--- config.mk ---
export PLATFORM = sky130hd
export DESIGN_NAME = version_string_range_check_flat
export DESIGN_NICKNAME = d
export VERILOG_FILES = /design/src/vsrc_pkg.sv /design/src/vsrc_if.sv /design/src/version_string_range_check.sv /design/src/flat_wrapper.sv
export SDC_FILE = /design/constraint.sdc
export NUM_CORES = 1
export LEC_CHECK = 0
export ABC_CLOCK_PERIOD_IN_PS = 14500
export BUFFER_PORTS_ARGS = -buffer_cell sky130_fd_sc_hd__buf_2
export CORE_ASPECT_RATIO = 0.7
export CORE_MARGIN = 2
export CORE_UTILIZATION = 55
export CTS_BUF_LIST = sky130_fd_sc_hd__clkbuf_4 sky130_fd_sc_hd__clkbuf_8 sky130_fd_sc_hd__clkbuf_16
export DETAILED_ROUTE_END_ITERATION = 10
export MAX_ROUTING_LAYER = met4
export PLACE_DENSITY = 0.83
export SKIP_LAST_GASP = 1
export SYNTH_ARGS = -nofsm -noshare
export SYNTH_HDL_FRONTEND = slang
export SYNTH_SLANG_ARGS = --single-unit
--- constraint.sdc ---
create_clock -name clk -period 14.5 [get_ports clk]
set_clock_uncertainty 0.1 [all_clocks]
set_input_delay 1.45 -clock clk [delete_from_list [all_inputs] [get_ports clk]]
set_output_delay 1.45 -clock clk [all_outputs]
set_load 0.01 [all_outputs]
--- src/vsrc_pkg.sv ---
package vsrc_pkg;

    localparam int CHAR_BITS      = 8;
    localparam int FIELD_BITS     = 16;
    localparam int BOUND_BITS     = 3 * FIELD_BITS;
    localparam int CFG_INDEX_BITS = 2;
    localparam int CFG_DATA_BITS  = BOUND_BITS;

    typedef logic [CHAR_BITS-1:0]      char_t;
    typedef logic [FIELD_BITS-1:0]     field_t;
    typedef logic [BOUND_BITS-1:0]     bound_t;
    typedef logic [CFG_INDEX_BITS-1:0] cfg_index_t;
    typedef logic [CFG_DATA_BITS-1:0]  cfg_data_t;

    localparam cfg_index_t REG_LOWER_ENABLE = 2'd0;
    localparam cfg_index_t REG_LOWER_BOUND  = 2'd1;
    localparam cfg_index_t REG_UPPER_ENABLE = 2'd2;
    localparam cfg_index_t REG_UPPER_BOUND  = 2'd3;

    localparam char_t CHAR_ZERO = 8'h30;
    localparam char_t CHAR_NINE = 8'h39;
    localparam char_t CHAR_DOT  = 8'h2e;

    localparam logic [1:0] PART_MAJOR = 2'd0;
    localparam logic [1:0] PART_MINOR = 2'd1;
    localparam logic [1:0] PART_PATCH = 2'd2;

endpackage

--- src/vsrc_if.sv ---
interface vsrc_char_if;
    logic                  valid;
    logic                  ready;
    vsrc_pkg::char_t       char_code;
    logic                  last_char;

    modport source (output valid, output char_code, output last_char, input ready);
    modport sink   (input valid, input char_code, input last_char, output ready);
endinterface

interface vsrc_result_if;
    logic                  valid;
    logic                  ready;
    logic                  parse_ok;
    vsrc_pkg::field_t      major_value;
    vsrc_pkg::field_t      minor_value;
    vsrc_pkg::field_t      patch_value;
    logic                  in_range;

    modport source (output valid, output parse_ok, output major_value, output minor_value,
                    output patch_value, output in_range, input ready);
    modport sink   (input valid, input parse_ok, input major_value, input minor_value,
                    input patch_value, input in_range, output ready);
endinterface

interface vsrc_cfg_if;
    logic                  valid;
    logic                  ready;
    vsrc_pkg::cfg_index_t  index;
    vsrc_pkg::cfg_data_t   data;

    modport source (output valid, output index, output data, input ready);
    modport sink   (input valid, input index, input data, output ready);
endinterface

--- src/version_string_range_check.sv ---
// Version string range check.
// chars: one beat per character of a MAJOR[.MINOR[.PATCH]] string, last_char set on
//   the final beat. Non-final beats produce no result.
// results: one beat per string, carrying parse_ok, the parsed triplet and in_range
//   against the enabled lower (inclusive) and upper (exclusive) bounds.
// cfg: register writes (0 lower_enable, 1 lower_bound, 2 upper_enable, 3 upper_bound),
//   always ready; write only while no string is in flight.
// Path: the last character enters the input register, then is parsed and compared
//   into the result register; a stalled result register can hold it in between.
// Throughput: one character per cycle; a last character waits while the result
//   register stalls. Multiply-by-ten and add on the part accumulator are combinational.
// Reset clears the parse state, the bounds and both pipeline valid bits.
// A stalled receiver holds the result register; characters that produce no result
//   keep flowing, and a last character waits in the input register until the result
//   register frees, which in turn stalls chars.
module version_string_range_check #(
    parameter int PART_BITS = 16
) (
    input  logic                   clk,
    input  logic                   rst_n,
    vsrc_char_if.sink              chars,
    vsrc_result_if.source          results,
    vsrc_cfg_if.sink               cfg
);

    localparam int CMP_BITS  = (PART_BITS > vsrc_pkg::FIELD_BITS) ? PART_BITS
                                                                  : vsrc_pkg::FIELD_BITS;
    localparam int PROD_BITS = PART_BITS + 4;

    typedef logic [PART_BITS-1:0]  part_t;
    typedef logic [CMP_BITS-1:0]   cmp_t;

    logic               lower_enable_reg;
    logic               upper_enable_reg;
    vsrc_pkg::bound_t   lower_bound_reg;
    vsrc_pkg::bound_t   upper_bound_reg;

    logic               s1_vld_reg;
    vsrc_pkg::char_t    s1_char_reg;
    logic               s1_last_reg;

    logic [1:0]         part_index_reg, part_index_next;
    part_t              acc_reg, acc_next;
    logic               seen_reg, seen_next;
    logic               err_reg, err_next;
    part_t              major_reg, major_next;
    part_t              minor_reg, minor_next;

    logic               out_vld_reg;
    logic               ok_reg, ok_next;
    vsrc_pkg::field_t   maj_out_reg, maj_out_next;
    vsrc_pkg::field_t   min_out_reg, min_out_next;
    vsrc_pkg::field_t   pat_out_reg, pat_out_next;
    logic               inr_reg, inr_next;

    logic               proceed;
    logic               fire;
    logic               is_digit;
    logic [3:0]         digit;
    logic [PROD_BITS-1:0] prod;
    logic               overflow;
    part_t              v_maj, v_min, v_pat;
    logic [3*CMP_BITS-1:0] v_cmp, lb_cmp, ub_cmp;

    assign proceed      = !s1_last_reg || !out_vld_reg || results.ready;
    assign fire         = s1_vld_reg && proceed;
    assign chars.ready  = !s1_vld_reg || proceed;
    assign cfg.ready    = 1'b1;

    always_ff @(posedge clk or negedge rst_n)
    begin
        if (!rst_n)
        begin
            lower_enable_reg <= 1'b0;
            upper_enable_reg <= 1'b0;
            lower_bound_reg  <= '0;
            upper_bound_reg  <= '0;
        end
        else if (cfg.valid)
        begin
            case (cfg.index)
                vsrc_pkg::REG_LOWER_ENABLE: lower_enable_reg <= cfg.data[0];
                vsrc_pkg::REG_LOWER_BOUND:  lower_bound_reg  <= cfg.data;
                vsrc_pkg::REG_UPPER_ENABLE: upper_enable_reg <= cfg.data[0];
                vsrc_pkg::REG_UPPER_BOUND:  upper_bound_reg  <= cfg.data;
                default: ;
            endcase
        end
    end

    always_ff @(posedge clk or negedge rst_n)
    begin
        if (!rst_n)
        begin
            s1_vld_reg <= 1'b0;
        end
        else if (chars.ready)
        begin
            s1_vld_reg <= chars.valid;
        end
    end

    always_ff @(posedge clk)
    begin
        if (chars.ready && chars.valid)
        begin
            s1_char_reg <= chars.char_code;
            s1_last_reg <= chars.last_char;
        end
    end

    always_comb
    begin
        is_digit = s1_char_reg inside {[vsrc_pkg::CHAR_ZERO:vsrc_pkg::CHAR_NINE]};
        digit    = 4'(s1_char_reg - vsrc_pkg::CHAR_ZERO);
        prod     = (PROD_BITS'(acc_reg) << 3) + (PROD_BITS'(acc_reg) << 1)
                   + PROD_BITS'(digit);
        overflow = |prod[PROD_BITS-1:PART_BITS];

        part_index_next = part_index_reg;
        acc_next        = acc_reg;
        seen_next       = seen_reg;
        err_next        = err_reg;
        major_next      = major_reg;
        minor_next      = minor_reg;

        if (!err_reg)
        begin
            if (is_digit)
            begin
                if (overflow)
                begin
                    err_next = 1'b1;
                end
                else
                begin
                    acc_next  = prod[PART_BITS-1:0];
                    seen_next = 1'b1;
                end
            end
            else if (s1_char_reg == vsrc_pkg::CHAR_DOT)
            begin
                if (!seen_reg || part_index_reg == vsrc_pkg::PART_PATCH
                    || part_index_reg == 2'd3 || s1_last_reg)
                begin
                    err_next = 1'b1;
                end
                else
                begin
                    if (part_index_reg == vsrc_pkg::PART_MAJOR)
                    begin
                        major_next = acc_reg;
                    end
                    else
                    begin
                        minor_next = acc_reg;
                    end
                    part_index_next = part_index_reg + 2'd1;
                    acc_next        = '0;
                    seen_next       = 1'b0;
                end
            end
            else
            begin
                err_next = 1'b1;
            end
        end

        ok_next = !err_next && seen_next;
        v_maj   = '0;
        v_min   = '0;
        v_pat   = '0;
        if (ok_next)
        begin
            case (part_index_next)
                vsrc_pkg::PART_MAJOR:
                begin
                    v_maj = acc_next;
                end
                vsrc_pkg::PART_MINOR:
                begin
                    v_maj = major_next;
                    v_min = acc_next;
                end
                default:
                begin
                    v_maj = major_next;
                    v_min = minor_next;
                    v_pat = acc_next;
                end
            endcase
        end

        v_cmp  = {CMP_BITS'(v_maj), CMP_BITS'(v_min), CMP_BITS'(v_pat)};
        lb_cmp = {CMP_BITS'(lower_bound_reg[47:32]), CMP_BITS'(lower_bound_reg[31:16]),
                  CMP_BITS'(lower_bound_reg[15:0])};
        ub_cmp = {CMP_BITS'(upper_bound_reg[47:32]), CMP_BITS'(upper_bound_reg[31:16]),
                  CMP_BITS'(upper_bound_reg[15:0])};

        inr_next = ok_next
                   && (!lower_enable_reg || v_cmp >= lb_cmp)
                   && (!upper_enable_reg || v_cmp <  ub_cmp);

        maj_out_next = vsrc_pkg::field_t'(cmp_t'(v_maj));
        min_out_next = vsrc_pkg::field_t'(cmp_t'(v_min));
        pat_out_next = vsrc_pkg::field_t'(cmp_t'(v_pat));
    end

    always_ff @(posedge clk or negedge rst_n)
    begin
        if (!rst_n)
        begin
            part_index_reg <= vsrc_pkg::PART_MAJOR;
            acc_reg        <= '0;
            seen_reg       <= 1'b0;
            err_reg        <= 1'b0;
            major_reg      <= '0;
            minor_reg      <= '0;
        end
        else if (fire)
        begin
            if (s1_last_reg)
            begin
                part_index_reg <= vsrc_pkg::PART_MAJOR;
                acc_reg        <= '0;
                seen_reg       <= 1'b0;
                err_reg        <= 1'b0;
                major_reg      <= '0;
                minor_reg      <= '0;
            end
            else
            begin
                part_index_reg <= part_index_next;
                acc_reg        <= acc_next;
                seen_reg       <= seen_next;
                err_reg        <= err_next;
                major_reg      <= major_next;
                minor_reg      <= minor_next;
            end
        end
    end

    always_ff @(posedge clk or negedge rst_n)
    begin
        if (!rst_n)
        begin
            out_vld_reg <= 1'b0;
        end
        else if (fire && s1_last_reg)
        begin
            out_vld_reg <= 1'b1;
        end
        else if (results.ready)
        begin
            out_vld_reg <= 1'b0;
        end
    end

    always_ff @(posedge clk)
    begin
        if (fire && s1_last_reg)
        begin
            ok_reg      <= ok_next;
            maj_out_reg <= maj_out_next;
            min_out_reg <= min_out_next;
            pat_out_reg <= pat_out_next;
            inr_reg     <= inr_next;
        end
    end

    assign results.valid       = out_vld_reg;
    assign results.parse_ok    = ok_reg;
    assign results.major_value = maj_out_reg;
    assign results.minor_value = min_out_reg;
    assign results.patch_value = pat_out_reg;
    assign results.in_range    = inr_reg;

endmodule

--- src/flat_wrapper.sv ---
// flat-port wrapper written by rule: the top's interface ports become plain ports
module version_string_range_check_flat 
#(
    parameter int PART_BITS = 16
)
  (clk, rst_n, chars_valid, chars_char_code, chars_last_char, chars_ready, results_valid, results_parse_ok, results_major_value, results_minor_value, results_patch_value, results_in_range, results_ready, cfg_valid, cfg_index, cfg_data, cfg_ready);
  vsrc_char_if chars_i ();
  vsrc_result_if results_i ();
  vsrc_cfg_if cfg_i ();
  input  logic clk;
  input  logic rst_n;
  input wire logic [$bits(chars_i.valid)-1:0] chars_valid;
  input wire logic [$bits(chars_i.char_code)-1:0] chars_char_code;
  input wire logic [$bits(chars_i.last_char)-1:0] chars_last_char;
  output wire logic [$bits(chars_i.ready)-1:0] chars_ready;
  output wire logic [$bits(results_i.valid)-1:0] results_valid;
  output wire logic [$bits(results_i.parse_ok)-1:0] results_parse_ok;
  output wire logic [$bits(results_i.major_value)-1:0] results_major_value;
  output wire logic [$bits(results_i.minor_value)-1:0] results_minor_value;
  output wire logic [$bits(results_i.patch_value)-1:0] results_patch_value;
  output wire logic [$bits(results_i.in_range)-1:0] results_in_range;
  input wire logic [$bits(results_i.ready)-1:0] results_ready;
  input wire logic [$bits(cfg_i.valid)-1:0] cfg_valid;
  input wire logic [$bits(cfg_i.index)-1:0] cfg_index;
  input wire logic [$bits(cfg_i.data)-1:0] cfg_data;
  output wire logic [$bits(cfg_i.ready)-1:0] cfg_ready;
  assign chars_i.valid = chars_valid;
  assign chars_i.char_code = chars_char_code;
  assign chars_i.last_char = chars_last_char;
  assign chars_ready = chars_i.ready;
  assign results_valid = results_i.valid;
  assign results_parse_ok = results_i.parse_ok;
  assign results_major_value = results_i.major_value;
  assign results_minor_value = results_i.minor_value;
  assign results_patch_value = results_i.patch_value;
  assign results_in_range = results_i.in_range;
  assign results_i.ready = results_ready;
  assign cfg_i.valid = cfg_valid;
  assign cfg_i.index = cfg_index;
  assign cfg_i.data = cfg_data;
  assign cfg_ready = cfg_i.ready;
  version_string_range_check #(.PART_BITS(PART_BITS)) u_core (.clk(clk), .rst_n(rst_n), .chars(chars_i), .results(results_i), .cfg(cfg_i));
endmodule
==> impl_metrics.prom <==
# TYPE chip_impl_metric gauge
chip_impl_metric{name="grt_max_degree",unit=""} 83
chip_impl_metric{name="fp.coreArea",unit="mm²"} 0.0218
chip_impl_metric{name="yosys.area.top_type_share",unit="%"} 30.8
chip_impl_metric{name="vias",unit=""} 9727
chip_impl_metric{name="postSynthCellCount",unit=""} 1175
chip_impl_metric{name="rows",unit=""} 45
chip_impl_metric{name="setup_ws",unit="ns"} 8.30
chip_impl_metric{name="detailedPlacementHpwl",unit="mm"} 23.1
chip_impl_metric{name="timing.final.hold_violations",unit=""} 0
chip_impl_metric{name="layout_area_overhead",unit="%"} 12.5
chip_impl_metric{name="leak_pwr",unit="nW"} 6.69
chip_impl_metric{name="synth.lib_cells_used.distinct",unit=""} 59
chip_impl_metric{name="fp.dieW",unit="µm"} 183
chip_impl_metric{name="post-route-min-period",unit="ns"} 6.20
chip_impl_metric{name="inserted_clock_buffers",unit=""} 21
chip_impl_metric{name="routed_wl",unit="mm"} 32.5
chip_impl_info{name="yosys_most_used_dff",value="sky130_fd_sc_hd__dfrtp_1"} 1
chip_impl_metric{name="die_height",unit="µm"} 129
chip_impl_info{name="run_status",value="finished clean"} 1
chip_impl_metric{name="fmax",unit="MHz"} 161
chip_impl_metric{name="grt_first_pass_wirelength",unit="mm"} 52.1
chip_impl_metric{name="postRouteAntennaNets",unit=""} 0
chip_impl_metric{name="num-fill-cells",unit=""} 1685
chip_impl_metric{name="cts.clk_slew.worst_paths",unit="ns"} 0.07
chip_impl_metric{name="final_layout_size_suffix_gt1_share",unit="%"} 21.7
chip_impl_metric{name="layout.nets",unit=""} 1469
chip_impl_info{name="root_buffer",value="sky130_fd_sc_hd__clkbuf_16"} 1
chip_impl_metric{name="clock_insertion_delay_worst_skew",unit="ns"} 0.51
chip_impl_metric{name="period_share",unit="%"} 42.8
chip_impl_metric{name="initial_utilization",unit="%"} 56.5
chip_impl_metric{name="initialDrtViolationCount",unit=""} 1039
chip_impl_metric{name="postSynthAreaPerCell",unit="µm²"} 10.5
chip_impl_metric{name="cts.sink_count",unit=""} 211
chip_impl_metric{name="ioPinCount",unit=""} 117
chip_impl_metric{name="dp_slack",unit="ns"} 8.49
chip_impl_metric{name="synthesis.yosys.warnings",unit=""} 0
chip_impl_metric{name="post-route-drc-count",unit=""} 0
chip_impl_metric{name="max_cap_violations",unit=""} 0
chip_impl_metric{name="groute.usage.overall",unit="%"} 29.0
chip_impl_metric{name="post_layout_util",unit="%"} 63.5
chip_impl_metric{name="place.gp.congestion",unit=""} 0.930
chip_impl_metric{name="arrival",unit="ns"} 6.38
chip_impl_metric{name="synth-edff-count",unit=""} 59
chip_impl_metric{name="globalRoute.totalOverflow",unit=""} 0
chip_impl_metric{name="pwr_density_cell",unit="mW/mm²"} 145
chip_impl_metric{name="via_count_of_the_first_global_routing_pass",unit=""} 9676
chip_impl_info{name="crit_path_end_kind",value="register"} 1
chip_impl_metric{name="drt-vias-per-instance",unit=""} 6.19
chip_impl_metric{name="vdd_drop_max",unit="V"} 0.0000998
chip_impl_metric{name="critical_path.max_fanout",unit=""} 52
chip_impl_metric{name="synth-seq-area-share",unit="%"} 45.2
chip_impl_metric{name="post_cts.resized_instances",unit=""} 0
chip_impl_metric{name="syn-cell-area",unit="mm²"} 0.0123
chip_impl_metric{name="max-slew-margin-rel",unit="%"} 12.9
chip_impl_metric{name="dr.pass1.iters",unit=""} 6
chip_impl_metric{name="cts_max_path_buffers",unit=""} 3
chip_impl_metric{name="synth_fp_nets",unit=""} 1370
chip_impl_metric{name="ys_ff_latch",unit=""} 211
chip_impl_metric{name="synth-async-reset-ratio",unit="%"} 72.0
chip_impl_metric{name="final_count_of_negative_setup_slack_endpoints",unit=""} 0
chip_impl_info{name="setup_repair_after_global_routing_missed_its_margin",value="no"} 1
chip_impl_info{name="holdCritPathClass",value="reg2reg"} 1
chip_impl_metric{name="max_slew.worst_pin.slew",unit="ns"} 1.30
chip_impl_metric{name="slew_violations",unit=""} 0
chip_impl_metric{name="post_cts_hold_buffer_count",unit=""} 0
chip_impl_metric{name="grt_antenna_before_repair",unit=""} 1
chip_impl_info{name="start_kind",value="register"} 1
chip_impl_metric{name="dieArea",unit="mm²"} 0.0237
chip_impl_metric{name="timing.critical_path.required",unit="ns"} 14.68
chip_impl_metric{name="port_buffers",unit=""} 115
chip_impl_info{name="netlist.top_cell.by_area",value="sky130_fd_sc_hd__dfrtp_1"} 1
chip_impl_metric{name="detail_route.wl_per_cell",unit="µm"} 20.7
chip_impl_info{name="synth_area_leaders",value="sky130_fd_sc_hd__dfrtp_1 31%, sky130_fd_sc_hd__edfxtp_1 14%, sky130_fd_sc_hd__ha_1 13%"} 1
chip_impl_metric{name="post-cts-setup-buffers",unit=""} 0
chip_impl_metric{name="htree_num_levels",unit=""} 1
chip_impl_metric{name="fin_tns_setup",unit="ns"} 0
chip_impl_info{name="critical_path_class",value="reg2reg"} 1
chip_impl_info{name="cts_tree",value="yes"} 1
-- per-layer routing --
layer | GRT usage [%] | part of all wire [%] | wire, µm | vias up
met3 | 7.48 | 11 | 3480 | 75
li1 | - | - | - | 4437
met5 | - | 0 | 0 | -
met2 | 42.6 | 43 | 13900 | 517
met4 | 8.24 | 2.9 | 936 | 0
met1 | 39.9 | 44 | 14200 | 4698
-- cells in the final DEF, fill, tap and decap left out, types with 4 or more instances in the layout --
cell type	n
sky130_fd_sc_hd__clkbuf_16	22
sky130_fd_sc_hd__dfrtp_1	152
sky130_fd_sc_hd__xnor2_1	8
sky130_fd_sc_hd__inv_1	115
sky130_fd_sc_hd__nand4_1	23
sky130_fd_sc_hd__o21ai_2	10
sky130_fd_sc_hd__o31ai_1	4
sky130_fd_sc_hd__buf_2	114
sky130_fd_sc_hd__mux2i_1	14
sky130_fd_sc_hd__a211oi_1	21
sky130_fd_sc_hd__edfxtp_1	59
sky130_fd_sc_hd__nor2_1	64
sky130_fd_sc_hd__buf_4	11
sky130_fd_sc_hd__nor3_1	10
sky130_fd_sc_hd__and3_1	6
sky130_fd_sc_hd__nor4_1	5
sky130_fd_sc_hd__nor2b_1	13
sky130_fd_sc_hd__a21oi_1	70
sky130_fd_sc_hd__mux2_2	98
sky130_fd_sc_hd__nand2_1	93
sky130_fd_sc_hd__nor3b_1	15
sky130_fd_sc_hd__clkbuf_4	5
sky130_fd_sc_hd__xor2_1	4
sky130_fd_sc_hd__o21a_1	8
sky130_fd_sc_hd__ha_1	129
sky130_fd_sc_hd__a32oi_1	10
sky130_fd_sc_hd__or2_2	5
sky130_fd_sc_hd__a21boi_0	16
sky130_fd_sc_hd__o21ai_0	65
sky130_fd_sc_hd__a22oi_1	20
sky130_fd_sc_hd__nand3_1	5
sky130_fd_sc_hd__a21o_1	29
-- stage by stage --
stage	total power [W]	cells	area (µm²)	hold WS (ns)
after floorplan	0.00118	1175	12300	0.342
after global placement	0.00139	1533	13200	0.362
after detailed placement	0.00142	1533	13200	0.370
after CTS	0.00199	1571	13900	0.386
after global routing	0.00210	1572	13900	0.413
final	0.00201	1572	13900	0.389
-- worst max-delay path, stage by stage (launching register included) --
cell,delay [ns]
sky130_fd_sc_hd__dfrtp_1,0.43
sky130_fd_sc_hd__inv_1,0.16
sky130_fd_sc_hd__fa_1,0.48
sky130_fd_sc_hd__fa_1,0.52
sky130_fd_sc_hd__nor2b_1,0.18
sky130_fd_sc_hd__o31a_1,0.21
sky130_fd_sc_hd__o21ai_0,0.15
sky130_fd_sc_hd__a21boi_0,0.24
sky130_fd_sc_hd__mux2i_1,0.23
sky130_fd_sc_hd__and3_1,0.17
sky130_fd_sc_hd__nand4_1,0.08
sky130_fd_sc_hd__buf_4,0.30
sky130_fd_sc_hd__a211oi_1,0.85
sky130_fd_sc_hd__ha_1,0.41
sky130_fd_sc_hd__a21o_1,0.20
sky130_fd_sc_hd__a21oi_1,0.14
sky130_fd_sc_hd__o21ai_0,0.11
sky130_fd_sc_hd__a221oi_1,0.30
sky130_fd_sc_hd__nor2b_1,0.08
sky130_fd_sc_hd__o31a_1,0.27
sky130_fd_sc_hd__a2111oi_0,0.36
-- cells by family (layout without fill, tap and decap cells) --
| group | after synthesis | count (layout) | share of synthesized area [%] |
|---|---|---|---|
| AO/OA/AOI/OAI | 282 | 282 | 14.9 |
| XOR/XNOR | 12 | 12 | 0.852 |
| flip-flops | 211 | 211 | 45.2 |
| adder cells (fa/ha/maj) | 131 | 131 | 13.4 |
| other | 1 | 2 | 0.0304 |
| buffers and inverters | 165 | 279 | 5.30 |
| multiplexers | 113 | 113 | 10.2 |
| AND/OR/NAND/NOR | 260 | 260 | 10.1 |
-- power by group --
group | switching, W | leakage (nW) | total [W] | internal [W]
clock network | 0.000230 | 0.361 | 0.000564 | 0.000334
logic | 0.000403 | 3.87 | 0.000645 | 0.000243
registers | 0.0000966 | 2.46 | 0.000799 | 0.000702
-- path summary, 6_finish.rpt --
kind,startpoint,slack (ns),endpoint,cells after the start
max in group asynchronous,rst_n,11.95,u_core.err_reg,2
min reg2reg,u_core.minor_reg[3],0.39,u_core.minor_reg[3],2
max reg2reg,u_core.acc_reg[2],8.30,u_core.results.in_range,20
min,u_core.minor_reg[3],0.39,u_core.minor_reg[3],2
min in group asynchronous,rst_n,0.88,u_core.ub_cmp[40],1
max,u_core.acc_reg[2],8.30,u_core.results.in_range,20
-- synth_stat cells, types with 3 or more instances --
cell                        count
sky130_fd_sc_hd__clkbuf_1      42
sky130_fd_sc_hd__nand2_1       93
sky130_fd_sc_hd__a21oi_1       70
sky130_fd_sc_hd__dfrtp_1      152
sky130_fd_sc_hd__mux2i_1       15
sky130_fd_sc_hd__nand2b_1       3
sky130_fd_sc_hd__xor2_1         4
sky130_fd_sc_hd__nor2b_1       13
sky130_fd_sc_hd__a21boi_0      16
sky130_fd_sc_hd__mux2_2        98
sky130_fd_sc_hd__and2_1         3
sky130_fd_sc_hd__a21o_1        29
sky130_fd_sc_hd__a211oi_1      21
sky130_fd_sc_hd__nor3b_1       15
sky130_fd_sc_hd__a2111oi_0      3
sky130_fd_sc_hd__and3_1         6
sky130_fd_sc_hd__o21a_1         8
sky130_fd_sc_hd__a31oi_1        3
sky130_fd_sc_hd__a32oi_1       10
sky130_fd_sc_hd__ha_1         129
sky130_fd_sc_hd__buf_4          3
sky130_fd_sc_hd__or3_1          3
sky130_fd_sc_hd__xnor2_1        8
sky130_fd_sc_hd__or2_2          5
sky130_fd_sc_hd__o21ai_2       10
sky130_fd_sc_hd__and4_1         3
sky130_fd_sc_hd__o211ai_1       3
sky130_fd_sc_hd__edfxtp_1      59
sky130_fd_sc_hd__nor2_1        65
sky130_fd_sc_hd__nor4_1         5
sky130_fd_sc_hd__buf_1          3
sky130_fd_sc_hd__nand3_1        6
sky130_fd_sc_hd__nand4_1       23
sky130_fd_sc_hd__nor3_1        10
sky130_fd_sc_hd__inv_1        115
sky130_fd_sc_hd__a22oi_1       20
sky130_fd_sc_hd__o31ai_1        4
sky130_fd_sc_hd__o21ai_0       65
-- cell type report --
cell class | count | area, µm² | share of cell area (%)
repair buffers | 126 | 664 | 4.79
clock buffers | 29 | 616 | 4.44
well taps | 282 | 353 | 2.54
clock inverters | 9 | 100 | 0.721
diodes | 1 | 2.50 | 0.0180
multi-input cells | 799 | 6140 | 44.2
inverters | 115 | 432 | 3.11
flip-flops and latches | 211 | 5580 | 40.2
Note: power is estimated with default switching activity, not from simulation.
